===== src/sv/crtti_pkg.sv =====
package crtti_pkg;

  localparam int unsigned MAX_DIGITS = 16;
  localparam int unsigned SYM_SLOTS  = 16;

  localparam logic [1:0] CFG_SYM_LOW  = 2'd0;
  localparam logic [1:0] CFG_SYM_HIGH = 2'd1;
  localparam logic [1:0] CFG_COUNT    = 2'd2;

  localparam logic [63:0] SYM_LOW_RST  = 64'd3978425819141910832;
  localparam logic [63:0] SYM_HIGH_RST = 64'd14648;
  localparam logic [4:0]  COUNT_RST    = 5'd10;

  localparam logic [4:0] MAX_RADIX = 5'(MAX_DIGITS);

  localparam logic [7:0] CH_MINUS = 8'h2d;
  localparam logic [7:0] CH_PLUS  = 8'h2b;
  localparam logic [7:0] CH_SPACE = 8'h20;
  localparam logic [7:0] CH_FF    = 8'h0c;
  localparam logic [7:0] CH_LF    = 8'h0a;
  localparam logic [7:0] CH_CR    = 8'h0d;
  localparam logic [7:0] CH_TAB   = 8'h09;
  localparam logic [7:0] CH_VT    = 8'h0b;
  localparam logic [7:0] CH_NUL   = 8'h00;

  typedef enum logic [3:0] {
    PH_SPACE = 4'b0001,
    PH_SIGN  = 4'b0010,
    PH_DIGIT = 4'b0100,
    PH_DONE  = 4'b1000
  } phase_t;

  typedef struct packed {
    logic [SYM_SLOTS-1:0][7:0] symbols;
    logic [4:0]                radix;
    logic                      bad;
  } alpha_t;

  typedef struct packed {
    logic [63:0] mag;
    logic        neg;
    logic        ovf;
    logic        bad;
  } result_t;

  function automatic logic is_space(input logic [7:0] c);
    return (c == CH_SPACE) || (c == CH_FF) || (c == CH_LF) || (c == CH_CR) ||
           (c == CH_TAB) || (c == CH_VT);
  endfunction

  function automatic logic is_sign(input logic [7:0] c);
    return (c == CH_PLUS) || (c == CH_MINUS);
  endfunction

endpackage


===== src/sv/custom_radix_text_to_integer_core.sv =====
// channel | direction | handshake            | payload
// input   | in        | in_valid / in_stall   | text_byte, end_of_text
// output  | out       | out_valid / out_stall | parsed_value, overflowed, alphabet_invalid
// config  | in        | cfg_valid / cfg_ready | cfg_index, cfg_data
//
// One byte per cycle unless stalled: input register, one parse step (64x5 multiply-add),
// result register. A held result stalls an end-of-text byte in the input register.
// Reset restores the decimal alphabet "0123456789" and clears the parser.
// out_stall holds only an end-of-text byte; other bytes keep flowing behind a full result.
module custom_radix_text_to_integer_core
  import crtti_pkg::*;
(
  input  logic        clk,
  input  logic        rst,
  input  logic        in_valid,
  output logic        in_stall,
  input  logic [7:0]  text_byte,
  input  logic        end_of_text,
  output logic        out_valid,
  input  logic        out_stall,
  output logic [63:0] parsed_value,
  output logic        overflowed,
  output logic        alphabet_invalid,
  input  logic        cfg_valid,
  output logic        cfg_ready,
  input  logic [1:0]  cfg_index,
  input  logic [63:0] cfg_data
);

  alpha_t     alpha;
  result_t    step_res;
  result_t    res;

  logic       s1_valid;
  logic [7:0] s1_byte;
  logic       s1_eot;
  logic       out_free;
  logic       adv;
  logic       accept;

  crtti_cfg_regs u_cfg (
    .clk       (clk),
    .rst       (rst),
    .cfg_valid (cfg_valid),
    .cfg_ready (cfg_ready),
    .cfg_index (cfg_index),
    .cfg_data  (cfg_data),
    .alpha     (alpha)
  );

  crtti_parser u_parse (
    .clk         (clk),
    .rst         (rst),
    .step        (adv),
    .text_byte   (s1_byte),
    .end_of_text (s1_eot),
    .alpha       (alpha),
    .result      (step_res)
  );

  assign out_free = !out_valid || !out_stall;
  assign adv      = s1_valid && (!s1_eot || out_free);
  assign in_stall = s1_valid && !adv;
  assign accept   = in_valid && !in_stall;

  always_ff @(posedge clk) begin
    if (rst) begin
      s1_valid <= 1'b0;
    end else if (accept) begin
      s1_valid <= 1'b1;
    end else if (adv) begin
      s1_valid <= 1'b0;
    end
  end

  always_ff @(posedge clk) begin
    if (accept) begin
      s1_byte <= text_byte;
      s1_eot  <= end_of_text;
    end
  end

  always_ff @(posedge clk) begin
    if (rst) begin
      out_valid <= 1'b0;
    end else if (adv && s1_eot) begin
      out_valid <= 1'b1;
    end else if (out_free) begin
      out_valid <= 1'b0;
    end
  end

  always_ff @(posedge clk) begin
    if (adv && s1_eot) begin
      res <= step_res;
    end
  end

  assign parsed_value     = res.neg ? (64'd0 - res.mag) : res.mag;
  assign overflowed       = res.ovf;
  assign alphabet_invalid = res.bad;

endmodule


===== src/sv/crtti_cfg_regs.sv =====
module crtti_cfg_regs
  import crtti_pkg::*;
(
  input  logic        clk,
  input  logic        rst,
  input  logic        cfg_valid,
  output logic        cfg_ready,
  input  logic [1:0]  cfg_index,
  input  logic [63:0] cfg_data,
  output alpha_t      alpha
);

  logic [63:0] sym_low;
  logic [63:0] sym_high;
  logic [4:0]  count;
  logic        bad;
  logic        bad_next;
  logic [4:0]  radix;
  logic [SYM_SLOTS-1:0][7:0] syms;

  assign cfg_ready = 1'b1;

  always_ff @(posedge clk) begin
    if (rst) begin
      sym_low  <= SYM_LOW_RST;
      sym_high <= SYM_HIGH_RST;
      count    <= COUNT_RST;
      bad      <= 1'b0;
    end else begin
      bad <= bad_next;
      if (cfg_valid && cfg_ready) begin
        unique case (cfg_index)
          CFG_SYM_LOW:  sym_low  <= cfg_data;
          CFG_SYM_HIGH: sym_high <= cfg_data;
          CFG_COUNT:    count    <= cfg_data[4:0];
          default: ;
        endcase
      end
    end
  end

  assign radix = (count > MAX_RADIX) ? MAX_RADIX : count;
  assign syms  = {sym_high, sym_low};

  // validity registered; config changes only while idle: user's duty, not enforced
  always_comb begin
    bad_next = (radix < 5'd2);
    for (int i = 0; i < SYM_SLOTS; i++) begin
      if (5'(i) < radix) begin
        if (syms[i] == CH_NUL || is_sign(syms[i]) || is_space(syms[i])) begin
          bad_next = 1'b1;
        end
        for (int j = i + 1; j < SYM_SLOTS; j++) begin
          if (5'(j) < radix && syms[j] == syms[i]) begin
            bad_next = 1'b1;
          end
        end
      end
    end
  end

  assign alpha.symbols = syms;
  assign alpha.radix   = radix;
  assign alpha.bad     = bad;

endmodule


===== src/sv/crtti_parser.sv =====
module crtti_parser
  import crtti_pkg::*;
(
  input  logic       clk,
  input  logic       rst,
  input  logic       step,
  input  logic [7:0] text_byte,
  input  logic       end_of_text,
  input  alpha_t     alpha,
  output result_t    result
);

  phase_t      phase;
  phase_t      phase_next;
  logic        neg;
  logic        neg_next;
  logic [63:0] acc;
  logic [63:0] acc_next;
  logic        ovf;
  logic        ovf_next;

  logic        hit;
  logic [3:0]  dval;
  logic [68:0] sum;

  // lowest matching slot wins
  always_comb begin
    hit  = 1'b0;
    dval = '0;
    for (int k = SYM_SLOTS - 1; k >= 0; k--) begin
      if (5'(k) < alpha.radix && alpha.symbols[k] == text_byte && text_byte != CH_NUL) begin
        hit  = 1'b1;
        dval = 4'(k);
      end
    end
  end

  assign sum = ({5'b0, acc} * {64'b0, alpha.radix}) + {65'b0, dval};

  always_comb begin
    phase_next = phase;
    neg_next   = neg;
    acc_next   = acc;
    ovf_next   = ovf;
    unique case (phase)
      PH_SPACE, PH_SIGN, PH_DIGIT: begin
        if (phase == PH_SPACE && is_space(text_byte)) begin
          phase_next = PH_SPACE;
        end else if (phase != PH_DIGIT && is_sign(text_byte)) begin
          neg_next   = neg ^ (text_byte == CH_MINUS);
          phase_next = PH_SIGN;
        end else if (hit) begin
          acc_next   = sum[63:0];
          ovf_next   = ovf | (sum[68:64] != 5'd0);
          phase_next = PH_DIGIT;
        end else begin
          phase_next = PH_DONE;
        end
      end
      PH_DONE: ;
      default: ;
    endcase
  end

  always_comb begin
    if (alpha.bad) begin
      result.mag = '0;
      result.neg = 1'b0;
      result.ovf = 1'b0;
      result.bad = 1'b1;
    end else begin
      result.mag = acc_next;
      result.neg = neg_next;
      result.ovf = ovf_next;
      result.bad = 1'b0;
    end
  end

  always_ff @(posedge clk) begin
    if (rst) begin
      phase <= PH_SPACE;
      neg   <= 1'b0;
      acc   <= '0;
      ovf   <= 1'b0;
    end else if (step) begin
      if (end_of_text) begin
        phase <= PH_SPACE;
        neg   <= 1'b0;
        acc   <= '0;
        ovf   <= 1'b0;
      end else begin
        phase <= phase_next;
        neg   <= neg_next;
        acc   <= acc_next;
        ovf   <= ovf_next;
      end
    end
  end

endmodule


===== config.mk =====
export PLATFORM = sky130hd
export DESIGN_NAME = custom_radix_text_to_integer_core
export DESIGN_NICKNAME = d
export VERILOG_FILES = /design/src/sv/crtti_pkg.sv /design/src/sv/custom_radix_text_to_integer_core.sv /design/src/sv/crtti_cfg_regs.sv /design/src/sv/crtti_parser.sv
export SDC_FILE = /design/constraint.sdc
export NUM_CORES = 2
export LEC_CHECK = 0
export BUFFER_PORTS_ARGS = -buffer_cell sky130_fd_sc_hd__buf_2
export CORE_MARGIN = 3
export CORE_UTILIZATION = 55
export CTS_CLUSTER_DIAMETER = 120
export DETAILED_ROUTE_END_ITERATION = 6
export PLACE_DENSITY = 0.83
export SLEW_MARGIN = 20
export SYNTH_ARGS = -nofsm -noshare
export SYNTH_HDL_FRONTEND = slang
export SYNTH_SLANG_ARGS = --single-unit

===== constraint.sdc =====
create_clock -name clk -period 8.4 [get_ports clk]
set_clock_uncertainty 0.05 [all_clocks]
set_input_delay 0.42 -clock clk [delete_from_list [all_inputs] [get_ports clk]]
set_output_delay 0.42 -clock clk [all_outputs]
set_load 0.01 [all_outputs]

==> impl_metrics.env <==
export IMPL_outcome="finished with violations"
export IMPL_failed_checks="DRC"
export IMPL_clk_insertion_delay_late_ns=0.60
export IMPL_start_kind="register"
export IMPL_antenna_found_initial=1
export IMPL_die_w_microns=267
export IMPL_synthMuxAreaShare_pct=1.63
export IMPL_wirelength_mm=143
export IMPL_path_clk_slew_ns=0.06
export IMPL_first_global_vias=34604
export IMPL_synth_adder_area_share_pct=14.8
export IMPL_min_period_ns=8.10
export IMPL_top_usage_layer="met2"
export IMPL_slew_headroom_pct=19.9
export IMPL_fin_nets=5043
export IMPL_synth_edf_count=76
export IMPL_core_sq_um=66600
export IMPL_synth_ff_type="dfxtp_1"
export IMPL_grt_max_degree=115
export IMPL_reg2reg_slack_ns=0.30
export IMPL_min_path_type="input pin to register"
export IMPL_drive_above_1_share_pct=8.88
export IMPL_synth_compound_area_share_pct=10.4
export IMPL_vias=36823
export IMPL_seq_area_frac_synth_pct=17.1
export IMPL_start_util_pct=56.2
export IMPL_drtIter0Drc=6057
export IMPL_critPathKind="register to register"
export IMPL_cap_violations=0
export IMPL_slew_violations=0
export IMPL_track_usage_pct=39.2
export IMPL_pwr_density_cell_nw_per_um2=106
export IMPL_critPathMostFrequentCell="o21ai_0"
export IMPL_cp_required_ns=8.77
export IMPL_crit_slowest_cell="edfxtp_1"
export IMPL_postSynthCellCount=4702
export IMPL_total_leakage_power_nw=16.0
export IMPL_portBuffers=147
export IMPL_netlist_top_cells_area="xnor2_1 20%, dfxtp_1 11%, fa_1 10%, xor2_1 8.3%, edfxtp_1 6.1%"
export IMPL_syn_area_per_cell_sq_um=7.95
export IMPL_viasPerCell=6.66
export IMPL_critical_path_max_fanout=21
export IMPL_grt_pass1_wl_mm=214
export IMPL_hold_slack_ns=0.00323
export IMPL_fillCellCount=5752
export IMPL_cp_num_buf_inv=2
export IMPL_postRouteAntennaNets=0
export IMPL_ir_drop_v=0.000140
export IMPL_worst_pin_slew_ns=1.19
export IMPL_synthXorXnorAreaFrac_pct=28.7
export IMPL_die_y_microns=267
export IMPL_clock_sinks=282
export IMPL_rsz0062_at_grt="no"
export IMPL_synth_nets=5110
export IMPL_drtPass1Iterations=7
export IMPL_fin_crit_sh_pct=96.5
export IMPL_synth_distinct_cells=77
export IMPL_cts_tree="built"
export IMPL_critPathMaxStageDelay_ns=1.13
export IMPL_fmaxAchievable_mhz=123
export IMPL_grt_overflow_total=0
export IMPL_root_buffer="clkbuf_16"
export IMPL_synth_top_area_share_pct=20.4
export IMPL_synth_top_cell_by_area="xnor2_1"
export IMPL_setup_violations=0
export IMPL_synth_ff_latch_count=282
export IMPL_ioPinCount=149
export IMPL_timing_critical_path_cells="xnor2_1 -> nand4_1 -> nor3_1 -> nor3_1 -> o21ai_0 -> o21ai_0 -> a21o_1 -> fa_1 -> inv_1 -> ha_1 -> ha_1 -> ha_1 -> inv_1 -> fa_1 -> nand2b_1 -> a21oi_1 -> o21ai_0 -> o211ai_1 -> a21oi_1 -> a2bb2oi_1 -> a221oi_1 -> o21ai_0 -> nor4b_1 -> a221o_1"
export IMPL_wl_per_cell_microns=25.8
export IMPL_areaGrowthSynthToFinish_pct=7.87
export IMPL_grtUsageMet3_pct=14.7
export IMPL_drc=57
export IMPL_cts_buffers=36
export IMPL_yosys_area_share_simple_pct=20.7
export IMPL_synth_area_sq_um=37400
export IMPL_synth_async_sr_flop_share_pct=0
export IMPL_htreeDepth=2
export IMPL_fin_tns_setup_ns=0
export IMPL_hpwlAfterDp_mm=97.3
export IMPL_postCtsSetupRepairBufs=0
export IMPL_synth_warnings=0
export IMPL_use_met2_pct=54.7
export IMPL_crit_family="compound AO/OA/AOI/OAI gates"
export IMPL_critical_path_endpoint_type="register"
export IMPL_die_area_sq_um=71200
export IMPL_n_antenna_cell=0
export IMPL_num_rows=94
export IMPL_cp_data_arrival_time_ns=8.48
export IMPL_gp_congestion=1.13
export IMPL_met1_usage_pct=51.9
export IMPL_hold_viol=0
export IMPL_clockBufferDepth=3
export IMPL_synth_top_family_by_area="XOR/XNOR gates"
[layer usage]
metal | share of wire [%] | vias up
li1 | - | 15557
met1 | 38 | 17676
met2 | 40 | 2857
met3 | 15 | 728
met4 | 6.9 | 5
met5 | 0.086 | -
[layout by cell type (no fill, tap or decap), drive strengths merged, types with 23 or more instances in the layout]
master / n
dfxtp: 206
inv: 224
a22oi: 56
xnor2: 873
o21ai: 83
nand2b: 23
buf: 319
nand2: 547
nand3b: 40
and2: 142
nand4: 205
clkbuf: 47
fa: 190
nor4: 138
xor2: 353
edfxtp: 76
a21o: 28
o31ai: 31
a31oi: 28
nor2: 227
nor3: 98
nand3: 32
a21oi: 217
mux2i: 61
ha: 138
[worst reg2reg max path, stage by stage, from the launching register on]
cell       delay [ns]
edfxtp_1         1.13
xnor2_1          0.21
nand4_1          0.12
nor3_1           0.36
nor3_1           0.15
o21ai_0          0.63
o21ai_0          0.25
a21o_1           0.27
fa_1             0.54
inv_1            0.04
ha_1             0.27
ha_1             0.29
ha_1             0.19
inv_1            0.08
fa_1             0.22
nand2b_1         0.15
a21oi_1          0.12
o21ai_0          0.34
o211ai_1         0.18
a21oi_1          0.62
a2bb2oi_1        0.23
a221oi_1         0.61
o21ai_0          0.36
nor4b_1          0.40
a221o_1          0.17
[cells in the mapped netlist (16+ instances only)]
cell,number
nor2_1,227
a31oi_1,28
o21a_1,16
nand3_1,32
o21ai_0,81
xor2_1,353
and2_1,142
xnor2_1,873
o41ai_1,17
nor4_1,136
nor3_1,98
or3_1,17
a21o_1,28
a22oi_1,56
nand2_1,547
nand4_1,204
nor2b_1,19
fa_1,190
nand3b_1,40
mux2i_1,61
buf_1,106
edfxtp_1,76
o31ai_1,30
ha_1,138
dfxtp_1,206
clkbuf_1,309
a21oi_1,217
nand2b_1,23
inv_1,223
[final timing paths]
kind / start / to / depth (start not counted)
worst min-delay path: cfg_data[24] / u_cfg.sym_low[24] / 3
worst max register to register: s1_byte[3] / res[65] / 24
worst min register to register: u_parse.phase[2] / u_parse.phase[2] / 2
worst max-delay path: s1_byte[3] / res[65] / 24
[cells by family (layout without fill, tap and decap cells)]
kind of cell	count (synthesis)	in the layout
AOI/OAI and AO/OA	601	601
xor gates and xnor gates	1226	1226
adders and majority gates	328	328
buffers and inverters	655	614
DFF	282	282
muxes	61	61
other	1	1
and+or+nand+nor	1548	1548
[area by class of cell]
| type | instances | area (sq um) | share of cell area, % |
|---|---|---|---|
| multi-input cells | 3765 | 28600 | 70.8 |
| flip-flops and latches | 282 | 6410 | 15.9 |
| repair buffers | 326 | 2140 | 5.31 |
| well taps | 864 | 1080 | 2.68 |
| clock buffers | 47 | 1060 | 2.62 |
| inverters | 224 | 841 | 2.08 |
| clock inverters | 17 | 236 | 0.586 |
[report_power, final]
part           internal (W)  leakage (nW)  switching, W
registers           0.00143          2.43     0.0000682
clock network       0.00104         0.622      0.000692
logic              0.000378          13.0      0.000661
total               0.00285          16.0       0.00142
[sequential cells by signal, indices dropped and copies added, names as in the netlist]
register / flops
u_cfg.sym_high: 64
u_parse.acc: 64
out_valid: 1
res: 65
s1_byte: 8
u_parse.neg: 1
s1_eot: 1
u_cfg.sym_low: 64
s1_valid: 1
overflowed: 1
u_parse.phase: 4
u_parse.ovf: 1
u_cfg.count: 5
alphabet_invalid: 1
u_cfg.bad: 1
[per-stage QoR]
step / area, sq um / instances / worst slack [ns] / total power [W] / utilization (%)
after floorplan: 37400 / 4702 / 1.97 / 0.00218 / -
after global placement: 39000 / 5454 / 0.972 / 0.00247 / 58.6
after detailed placement: 39000 / 5454 / 0.688 / 0.00250 / 58.6
after CTS: 40300 / 5525 / 0.653 / 0.00421 / 60.6
after global routing: 40300 / 5525 / 0.0147 / 0.00437 / 60.6
final: 40300 / 5525 / 0.295 / 0.00427 / 60.6
[what timing repair did]
action / CTS / global route
hold buffers: 7 / 0
resized for setup: 0 / 0
endpoints found under the hold margin: 8 / 0
(Power assumes the default switching activity.)
